[config.mk]
export PLATFORM = sky130hd
export DESIGN_NAME = tlpw_wrap
export DESIGN_NICKNAME = d
export VERILOG_FILES = /design/src/design/tlpw_pkg.sv /design/src/design/tlpw_wrap.sv
export SDC_FILE = /design/constraint.sdc
export NUM_CORES = 1
export LEC_CHECK = 0
export BUFFER_PORTS_ARGS = -buffer_cell sky130_fd_sc_hd__buf_2
export CAP_MARGIN = 20
export CORE_MARGIN = 2
export CORE_UTILIZATION = 30
export CTS_BUF_LIST = sky130_fd_sc_hd__clkbuf_4
export CTS_CLUSTER_SIZE = 40
export DETAILED_ROUTE_END_ITERATION = 6
export GPL_TIMING_DRIVEN = 0
export MAX_ROUTING_LAYER = met4
export PLACE_DENSITY = 0.55
export SLEW_MARGIN = 20
export SYNTH_ARGS = -nofsm -noshare
export SYNTH_HDL_FRONTEND = slang
export SYNTH_SLANG_ARGS = --single-unit
[constraint.sdc]
create_clock -name clk -period 0.8 [get_ports clk]
set_clock_uncertainty 0.05 [all_clocks]
set_input_delay 0.04 -clock clk [delete_from_list [all_inputs] [get_ports clk]]
set_output_delay 0.04 -clock clk [all_outputs]
set_load 0.03 [all_outputs]
[src/design/tlpw_pkg.sv]
// Shared types and constants for the two-level page table walker.
// Holds the transaction payload structs, operation and status codes and walk levels.
// No dependencies.
package tlpw_pkg;

  // Default size of the table memory in 32-bit words
  localparam int unsigned MEM_WORDS_DEF = 4096;

  // Width of a word address formed from a 32-bit byte address
  localparam int unsigned WORD_ADDR_W = 30;

  // Configuration register indexes
  localparam int unsigned CFG_IDX_W = 1;
  localparam logic [CFG_IDX_W-1:0] CFG_DIR_BASE = 1'b0;
  localparam logic [CFG_IDX_W-1:0] CFG_CMP_MASK = 1'b1;

  // Reset values of the configuration registers
  localparam logic [31:0] DIR_BASE_RST = 32'h0000_0000;
  localparam logic [11:0] CMP_MASK_RST = 12'hF9F;

  // Operation codes
  localparam logic [1:0] OP_WRITE = 2'd0;
  localparam logic [1:0] OP_QUERY = 2'd1;
  localparam logic [1:0] OP_CHECK = 2'd2;

  // Status codes
  localparam logic [1:0] ST_OK      = 2'd0;
  localparam logic [1:0] ST_MISS    = 2'd1;
  localparam logic [1:0] ST_BAD_ARG = 2'd2;

  // Level where a walk stopped
  localparam logic [1:0] LVL_DIR   = 2'd0;
  localparam logic [1:0] LVL_TABLE = 2'd1;
  localparam logic [1:0] LVL_FRAME = 2'd2;

  // Entry bit positions
  localparam int unsigned BIT_PRESENT = 0;
  localparam int unsigned BIT_WRITE   = 1;
  localparam int unsigned BIT_USER    = 2;
  localparam int unsigned BIT_LARGE   = 7;

  typedef struct packed {
    logic [1:0]  op;
    logic [31:0] virt_addr;
    logic [31:0] expect_phys;
    logic [11:0] expect_flags;
    logic [11:0] word_index;
    logic [31:0] word_data;
  } tlpw_in_t;

  typedef struct packed {
    logic [1:0]  status;
    logic [1:0]  stop_level;
    logic [31:0] entry_addr;
    logic [11:0] flags_out;
    logic        read_only;
    logic        user_page;
  } tlpw_out_t;

endpackage

[src/design/tlpw_wrap.sv]
// Shared word index reduction unit: computes a word address modulo the memory size.
// Three registered steps: reciprocal multiply, back multiply, subtract and correct.
// Depends on tlpw_pkg.
module tlpw_wrap #(
  parameter int unsigned MEM_WORDS = tlpw_pkg::MEM_WORDS_DEF,
  parameter int unsigned ADDR_W    = $clog2(MEM_WORDS)
) (
  input  logic                             clk,
  input  logic                             rst_n,
  input  logic                             start,
  input  logic [tlpw_pkg::WORD_ADDR_W-1:0] x,
  output logic                             done,
  output logic [ADDR_W-1:0]                idx
);
  import tlpw_pkg::*;

  localparam int unsigned X_W   = WORD_ADDR_W;
  localparam int unsigned Q_W   = X_W + 1 - ADDR_W;
  localparam int unsigned P1_W  = X_W + Q_W;
  localparam int unsigned RECIP = (32'd1 << X_W) / MEM_WORDS;

  logic [X_W-1:0]    x1_r, x2_r, x3_r;
  logic [P1_W-1:0]   prod1_r;
  logic [X_W-1:0]    prod2_r;
  logic [ADDR_W-1:0] idx_r;
  logic              v1_r, v2_r, v3_r, done_r;
  logic [Q_W-1:0]    q_est;
  logic [X_W-1:0]    rem;

  // Quotient estimate is the true quotient or one less
  assign q_est = prod1_r[P1_W-1 -: Q_W];
  // Remainder stays below twice the memory size
  assign rem   = x3_r - prod2_r;

  // Advance the step valids
  always_ff @(posedge clk) begin
    if (!rst_n) begin
      v1_r   <= 1'b0;
      v2_r   <= 1'b0;
      v3_r   <= 1'b0;
      done_r <= 1'b0;
    end else begin
      v1_r   <= start;
      v2_r   <= v1_r;
      v3_r   <= v2_r;
      done_r <= v3_r;
    end
  end

  // Carry the operand and the partial results
  always_ff @(posedge clk) begin
    if (start) begin
      x1_r <= x;
    end
    x2_r    <= x1_r;
    x3_r    <= x2_r;
    prod1_r <= P1_W'(x1_r) * P1_W'(RECIP);
    prod2_r <= X_W'(X_W'(q_est) * X_W'(MEM_WORDS));
    if (rem >= X_W'(MEM_WORDS)) begin
      idx_r <= ADDR_W'(rem - X_W'(MEM_WORDS));
    end else begin
      idx_r <= ADDR_W'(rem);
    end
  end

  assign done = done_r;
  assign idx  = idx_r;

endmodule

==> results of run 1 <==
[power by group through the flow]
| stage | combinational (W) | sequential, W | clock, W |
|---|---|---|---|
| final | 0.000304 | 0.00295 | 0.00113 |
| after global routing | 0.000320 | 0.00297 | 0.00131 |
| after CTS | 0.000306 | 0.00295 | 0.00120 |
| after detailed placement | 0.000200 | 0.00299 | 0 |
| after global placement | 0.000197 | 0.00298 | 0 |
| after floorplan | 0.00000418 | 0.00308 | 0 |
[stage by stage]
step	utilization, %	area [um^2]	power, W
after floorplan	-	1186	0.003084
after global placement	36.90	1381	0.003178
after detailed placement	36.90	1381	0.003188
after CTS	44.62	1670	0.004458
after global routing	44.62	1670	0.004601
final	44.62	1670	0.004379
[placed cells by master (no fill, tap or decap), drive strengths merged]
cell	netlist	layout
clkbuf	0	6
and2	4	4
clkinv	0	1
clkinvlp	0	1
dlygate4sd3	0	13
buf	0	27
edfxtp	12	12
dfxtp	40	40
[routing by layer]
| layer | global-route usage (%) | up-vias |
|---|---|---|
| met4 | 5.357 | 0 |
| met1 | 7.143 | 240 |
| met2 | 12.13 | 25 |
| li1 | - | 276 |
| met5 | - | - |
| met3 | 5.068 | 2 |
[layout make-up]
type,count,area share (%)
multi-input combinational,4,1.498
clock inverter,2,0.9738
clock buffer,6,2.697
sequential,52,70.49
tap,48,3.596
timing repair buffer,40,20.75
[kinds of logic after synthesis]
logic type | Yosys count | share of synthesized area [%]
flops | 52 | 97.89
simple gates | 4 | 2.109
[flip-flops by register name, indices dropped and copies added (netlist names)]
name	cells
x1_r	12
done	1
v3_r	1
v2_r	1
x3_r	12
idx	12
prod1_r	12
v1_r	1
[final timing paths]
kind,from,endpoint,slack [ns]
setup / recovery,idx[4]$_DFF_P_,idx[4],-0.11
hold reg to reg,x3_r[8]$_DFF_P_,idx[8]$_DFF_P_,0.28
setup reg to reg,v3_r$_SDFF_PN0_,done$_SDFF_PN0_,0.19
hold / removal,start,x1_r[2]$_DFFE_PP_,0.03
[what timing repair did]
item                                    CTS  global route
hold buffers                             13             0
endpoints found under the setup margin   13            13
setup buffers                             0             0
endpoints found under the hold margin    16             0
resized for setup                        39             0
==> out/results.txt, run 1 <==
outcome: finished, violations left
failing checks: negative setup slack
cell area after synthesis: 0.001186 mm^2
clock buffer depth: 2
share of flip-flops with an asynchronous set or reset: 0%
Clock Tree Root: clkbuf_4
Placement Setup Slack: 0.09479 ns
DRC viols: 0
vias in the first global route: 547
Pwr Density: 2621 mW/mm^2
critical path type: register to output pin
max-slew violation count: 0
Synth area leader: dfxtp_1
Nets: 136
Synth Warn #: 0
post-route setup TNS: -1.381 ns
period utilization: 114.3%
area delta synth->final: 40.82%
Final Setup Violations: 13
top-count cell post-synth: dfxtp_1
Power Internal: 0.003439 W
die area: 0.004473 mm^2
Setup WS post-layout: -0.1146 ns
VDD IR max: 1.587 mV
Mapped Nets: 89
Core Area: 0.003744 mm^2
CP Data Arrival Time: 0.82 ns
global-route wire length before repair: 2277 um
type of the tightest min-delay check: input pin to register
FP Rows: 22
Post-DP HPWL: 818.5 um
Top delay family on crit path: flip-flops
startpoint types: register
DRT antenna net count: 0
Max Cap Viol: 0
die width: 66.88 um
EDFF count, synth: 12
worst path bufs/invs: 1
initial antenna violation count: 0
GPL Wtd Cong: 0.5984
Required @ worst endpoint: 0.71 ns
sequential share of the synthesized area: 97.89%
Worst Max-Slew Pin Slew: 0.2970 ns
WL met1: 540 um
Switching Fraction: 21.45%
critical-path cell list: buf_6
min Tclk post-route: 0.9146 ns
drt pass-1 iters: 4
post-DR vias/cell: 3.572
Cells on Worst Hold Path: 1
DR vias: 543
Seq. cell area: 0.001177 mm^2
RSZ-0062 raised after global routing: true
clock share of power: 25.8%
leakage dissipation: 0.6860 nW
multi-input combinational cell area: 25.02 um^2
sw power: 0.0009394 W
Worst path depth: 1
filler instances: 363
syn avg cell area: 21.18 um^2
Hold Vio Cnt, Final: 0
Slew HR: 80.20%
I/O pin count: 46
initial DRC count: 16
CP max FO: 1
CTS Sinks: 52
Post-Synthesis Cells: 56
post-synth cell types: 3
met3 routed WL: 141 um
achievable clock frequency: 1093 MHz
CTS tree: built
largest net degree at the start of global routing: 17
GR Util All Layers: 7.903%
CP max stage delay: 0.35 ns
H-Tree Depth: 2
drt wl/cell: 9.257 um
Clock Latency Late Sink: 0.35 ns
CTS Buf Count: 5
Worst R2R Path Depth: 1
Total Wirelength: 1407 um
CP Capture Type: output pin
final std cells w/o fill: 152
Yosys reg bits: 52
share of Yosys cell area claimed by the top area cell type: 67.51%
Max stage delay cell, worst path: dfxtp_2
top cells by area, synth: dfxtp_1 68%, edfxtp_1 30%, and2_1 2.1%
Top Layer Used: met4
Starting Density: 31.68%
total gr overflow: 0
n_diodes: 0
routed wl met2: 715 um
share of cells above drive strength 1: 46.15%
Flop pwr share: 67.3%
worst hold slack: 0.03124 ns
Die Span Y: 66.88 um
commonest register cell after synthesis: dfxtp_1
# port buffers: 27
clock edge transition at the registers on the reported setup and hold paths: 0.14 ns
placed insts: 131
combinational power share: 6.9%
most instantiated cells after synthesis: 40 x dfxtp_1, 12 x edfxtp_1, 4 x and2_1
No activity file was read; power rests on OpenSTA's default activity.
==> inputs of run 2 (changes only) <==
MAX_ROUTING_LAYER = unset   (was met4)
PLACE_DENSITY = 0.53   (was 0.55)
clock period = 1 ns   (was 0.8 ns; I/O delays follow)
==> run 2 against run 1 <==
  * The flow now finishes without violations
  * Count of clock-buffer cells in the layout fell by 1
  * Critical path type unchanged
  * Non-clock buffer count did not move
  * Critical endpoint is now idx[8]
  * Largest power group unchanged
  * Critical path depth did not move
==> out/results.txt, run 2 (synthesis results as in run 1) <==
outcome: completed
filler instances: 363 (unchanged)
drt pass-1 iters: 2 (-2)
DR vias: 533 (-1.8%)
Clock Latency Late Sink: 0.36 ns (about the same)
Worst path depth: 1 (unchanged)
Reg-to-Reg Start: v2_r$_SDFF_PN0_
startpoint types: register
placed insts: 131 (unchanged)
# port buffers: 27 (unchanged)
end of the worst hold path: x1_r[10]$_DFFE_PP_
GPL Wtd Cong: 0.6841 (+14%)
vias in the first global route: 517 (-5.5%)
Seq. cell area: 0.001170 mm^2 (-0.64%)
commonest non-fill, non-tap cell in the layout: dfxtp_1
DRT antenna net count: 0 (unchanged)
area delta synth->final: 37.66%
type of the tightest min-delay check: input pin to register
min Tclk post-route: 0.9438 ns
post-DR vias/cell: 3.507 (-1.8%)
clock edge transition at the registers on the reported setup and hold paths: 0.14 ns (about the same)
die width: 66.88 um (unchanged)
critical path type: register to output pin
CP Data Arrival Time: 0.84 ns (+0.02 ns)
critical-path cell list: buf_4
Pwr Density: 2117 mW/mm^2 (-19%)
worst path bufs/invs: 1 (unchanged)
initial antenna violation count: 0 (unchanged)
commonest cells after routing, fill and taps aside: 33 x dfxtp_1, 14 x buf_2, 13 x dlygate4sd3_1
Placement Setup Slack: 0.2669 ns (+0.1721 ns)
post-route setup TNS: 0 ns (+1.381 ns)
Hold Vio Cnt, Final: 0 (unchanged)
Worst R2R Path Depth: 1 (unchanged)
largest net degree at the start of global routing: 17 (unchanged)
multi-input combinational cell area: 25.02 um^2 (unchanged)
DRC viols: 0 (unchanged)
Starting Density: 31.68% (unchanged)
drt wl/cell: 9.145 um (-1.2%)
die area: 0.004473 mm^2 (unchanged)
Cells on Worst Hold Path: 1 (unchanged)
n_diodes: 0 (unchanged)
Die Span Y: 66.88 um (unchanged)
Top delay family on crit path: flip-flops
Nets: 136 (unchanged)
VDD IR max: 1.071 mV (-33%)
Pwr Total: 0.003457 W (-21%)
CTS Sinks: 52 (unchanged)
Slew HR: 79.97% (-0.23 points)
Worst Max-Slew Pin Slew: 0.3004 ns (+0.003445 ns)
FF-to-FF End: v3_r$_SDFF_PN0_
CTS tree: built
Total Wirelength: 1390 um (-1.2%)
Max Cap Viol: 0 (unchanged)
clock buffer depth: 2 (unchanged)
achievable clock frequency: 1060 MHz
Hold Path Origin: start
CP Capture Type: output pin
total gr overflow: 0 (unchanged)
Required @ worst endpoint: 0.90 ns (+0.19 ns)
CP max stage delay: 0.34 ns (about the same)
FP Rows: 22 (unchanged)
RSZ-0062 raised after global routing: false
max-slew violation count: 0 (unchanged)
share of cells above drive strength 1: 40.38% (-5.8 points)
FF-to-FF setup slack: 0.38 ns (+0.19 ns)
global-route wire length before repair: 2208 um (-3.0%)
initial DRC count: 9 (-7)
H-Tree Depth: 2 (unchanged)
period utilization: 94.38%
I/O pin count: 46 (unchanged)
Clock Tree Root: clkbuf_4
CP max FO: 1 (unchanged)
final std cells w/o fill: 152 (unchanged)
Core Area: 0.003744 mm^2 (unchanged)
leakage dissipation: 0.6823 nW (-0.54%)
Final Setup Violations: 0 (-13)
Setup WS post-layout: 0.05616 ns (+0.1708 ns)
CTS Buf Count: 5 (unchanged)
GR Util All Layers: 7.145% (-0.76 points)
Max stage delay cell, worst path: dfxtp_2
-- run 2: cell count changes in the layout (fill, tap and decap cells not counted), sizes merged --
cell | previous run | this run
inv | 0 | 3
clkbuf | 6 | 5
clkinvlp | 1 | 0
clkinv | 1 | 0
-- run 2: per-layer routing --
layer | wire length, um | vias to the layer above | part of all wire, % | track usage (%)
met5 | 0 | - | 0 | 0
met3 | 153 | 3 | 11 | 5.236
li1 | - | 277 | - | -
met2 | 586 | 25 | 42 | 9.750
met1 | 639 | 228 | 46 | 8.396
met4 | 10 | 0 | 0.72 | 3.061
-- run 2: power by group --
part           total, W  leakage (nW)  internal, W  switching [W]
Clock          0.000874        0.0362     0.000273       0.000600
Combinational  0.000230         0.192     0.000114       0.000116
Sequential      0.00235         0.454      0.00231      0.0000381
-- run 2: what timing repair did --
item / in CTS / in global routing
gates cloned: 0 / 0
hold buffers: 13 / 0
gates resized for setup: 3 / 34
pin swaps: 0 / 0
setup endpoints to repair: 3 / 13
setup buffers: 0 / 0
endpoints found under the hold margin: 16 / 0
-- run 2: final cells by class --
type | count | area share (%)
Clock buffer | 5 | 2.299
Timing Repair Buffer | 40 | 19.85
Clock inverter | 3 | 0.9962
Multi-Input combinational cell | 4 | 1.533
Sequential cell | 52 | 71.65
Tap cell | 48 | 3.678
-- run 2: through the flow --
stage | util, % | hold slack (ns) | instance area [um^2]
after floorplan | - | 0.09887 | 1186
after global placement | 36.90 | 0.1767 | 1381
after detailed placement | 36.90 | 0.1781 | 1381
after CTS | 42.01 | 0.02464 | 1573
after global routing | 43.62 | 0.01431 | 1633
final | 43.62 | 0.03616 | 1633
-- run 2: how the worst max path moves through the flow --
stage                        endpoint            start
global placement    x1_r[5]$_DFFE_PP_            start
floorplan             done$_SDFF_PN0_  v3_r$_SDFF_PN0_
global route                     done  done$_SDFF_PN0_
detailed placement  x1_r[5]$_DFFE_PP_            start
finish                         idx[8]   idx[8]$_DFF_P_
CTS                           idx[10]  idx[10]$_DFF_P_
==> inputs of run 3 (changes only) <==
PLACE_DENSITY = unset   (was 0.53)
==> run 3 against run 2 <==
  * Sequential share of layout area about the same
  * Via count fell by 2.4%
  * First-iteration DRC count down 33%
  * Critical endpoint is now idx[1]
  * Global-route usage down 0.43 points
  * Utilization down 0.27 points
  * Combinational power down 7%
  * Total power is 6.3% higher
==> out/results.txt, run 3 (synthesis results as in run 1) <==
outcome: completed
clock buffer depth: 2 (unchanged)
Nets: 136 (unchanged)
Clock Latency Late Sink: 0.34 ns (-0.02 ns)
Post CTS Setup Buffer Count: 0 (unchanged)
CP max FO: 1 (unchanged)
DRT antenna net count: 0 (unchanged)
Hold Vio Cnt, Final: 0 (unchanged)
DR vias: 520 (-2.4%)
Total Wirelength: 1338 um (-3.7%)
Power Internal: 0.002961 W (+9.6%)
type of the tightest min-delay check: input pin to register
share of cells above drive strength 1: 34.62% (-5.8 points)
drt pass-1 iters: 2 (unchanged)
period utilization: 95.87% (+1.5 points)
CP Data Arrival Time: 0.86 ns (+0.02 ns)
Top delay family on crit path: flip-flops
area delta synth->final: 36.81%
CTS Sinks: 52 (unchanged)
Post-DP HPWL: 813.5 um
Flop pwr share: 63.7% (-4.4 points)
largest net degree at the start of global routing: 16 (-1)
Die Span Y: 66.88 um (unchanged)
combinational power share: 5.8% (-0.9 points)
die area: 0.004473 mm^2 (unchanged)
total gr overflow: 0 (unchanged)
CTS Buf Count: 5 (unchanged)
sw power: 0.0007139 W (-5.4%)
clock share of power: 30.4% (+5.1 points)
initial antenna violation count: 0 (unchanged)
Pwr Density: 2264 mW/mm^2 (+7.0%)
DRC viols: 0 (unchanged)
commonest non-fill, non-tap cell in the layout: dfxtp_1
max-slew violation count: 0 (unchanged)
post-DR vias/cell: 3.421 (-2.4%)
n_diodes: 0 (unchanged)
Slew HR: 81.64% (+1.7 points)
I/O pin count: 46 (unchanged)
die width: 66.88 um (unchanged)
Required @ worst endpoint: 0.90 ns (about the same)
worst path bufs/invs: 1 (unchanged)
CTS tree: built
achievable clock frequency: 1043 MHz (-1.5%)
drt wl/cell: 8.803 um (-3.7%)
post-route setup TNS: 0 ns (unchanged)
filler instances: 357 (-1.7%)
Max stage delay cell, worst path: dfxtp_1
commonest cells after routing, fill and taps aside: 39 x dfxtp_1, 15 x buf_2, 13 x dlygate4sd3_1
Final Setup Violations: 0 (unchanged)
FP Rows: 22 (unchanged)
Max Cap Viol: 0 (unchanged)
initial DRC count: 6 (-3)
leakage dissipation: 0.6825 nW (about the same)
Pwr Total: 0.003675 W (+6.3%)
# port buffers: 27 (unchanged)
Worst path depth: 1 (unchanged)
VDD IR max: 1.065 mV (-0.55%)
H-Tree Depth: 2 (unchanged)
GR Util All Layers: 6.719% (-0.43 points)
Starting Density: 31.68% (unchanged)
Cells on Worst Hold Path: 1 (unchanged)
min Tclk post-route: 0.9587 ns (+0.01483 ns)
Worst Max-Slew Pin Slew: 0.2754 ns (-0.02503 ns)
vias in the first global route: 466 (-9.9%)
utilization after layout: 43.35% (-0.27 points)
Clock Tree Root: clkbuf_4
CP Capture Type: output pin
Worst R2R Path Depth: 1 (unchanged)
Switching Fraction: 19.43% (-2.4 points)
Core Area: 0.003744 mm^2 (unchanged)
GPL Wtd Cong: 0.5952 (-13%)
critical-path cell list: clkbuf_4
critical path type: register to output pin
CP max stage delay: 0.34 ns (about the same)
global-route wire length before repair: 2007 um (-9.1%)
clock edge transition at the registers on the reported setup and hold paths: 0.13 ns (about the same)
startpoint types: register
-- run 3: changes by cell type in the layout (fill, tap and decap cells not counted), sizes merged --
cell / before / now
buf: 27 / 24
bufinv: 0 / 1
clkbuf: 5 / 9
clkinv: 0 / 1
inv: 3 / 0
-- run 3: through the flow --
step	instance area [um^2]	hold slack (ns)	cells	setup WS, ns
after global placement	1381	0.1776	131	0.3150
after global routing	1623	0.01089	152	-0.006938
after floorplan	1186	0.09887	56	0.4344
after CTS	1592	0.02760	152	0.001253
final	1623	0.03791	152	0.04133
after detailed placement	1381	0.1781	131	0.2963
-- run 3: repair_timing --
action                                 CTS  global route
endpoints found under the hold margin   16             0
hold buffers                            13             0
resized for setup                        0            22
setup endpoints to repair                0            12
-- run 3: layer usage --
layer	up-vias	track usage [%]	share of wire [%]
met3	3	5.405	11
met2	23	10.25	45
met1	220	6.257	43
met4	0	3.827	0.67
li1	274	-	-
met5	-	0	0
-- run 3: path summary, 6_finish.rpt --
kind                        start                 to  slack, ns
setup / recovery   idx[1]$_DFF_P_             idx[1]       0.04
hold / removal              start  x1_r[5]$_DFFE_PP_       0.04
setup reg to reg  v2_r$_SDFF_PN0_    v3_r$_SDFF_PN0_       0.39
hold reg to reg   x3_r[1]$_DFF_P_     idx[1]$_DFF_P_       0.29
-- run 3: area by class of cell --
cell class                 count  area [um^2]  area share [%]
clock buffer                   6        45.04           2.776
tap                           48        60.06           3.701
clock inverter                 2        35.03           2.159
timing repair buffer          40        295.3           18.20
sequential                    52         1162           71.63
multi-input combinational      4        25.02           1.542
-- run 3: power by group through the flow --
stage	Clock, W	Sequential, W	Combinational (W)
global route	0.00124	0.00236	0.000228
detailed placement	0	0.00239	0.000160
finish	0.00112	0.00234	0.000215
floorplan	0	0.00246	0.00000335
CTS	0.00116	0.00234	0.000198
global placement	0	0.00239	0.000157
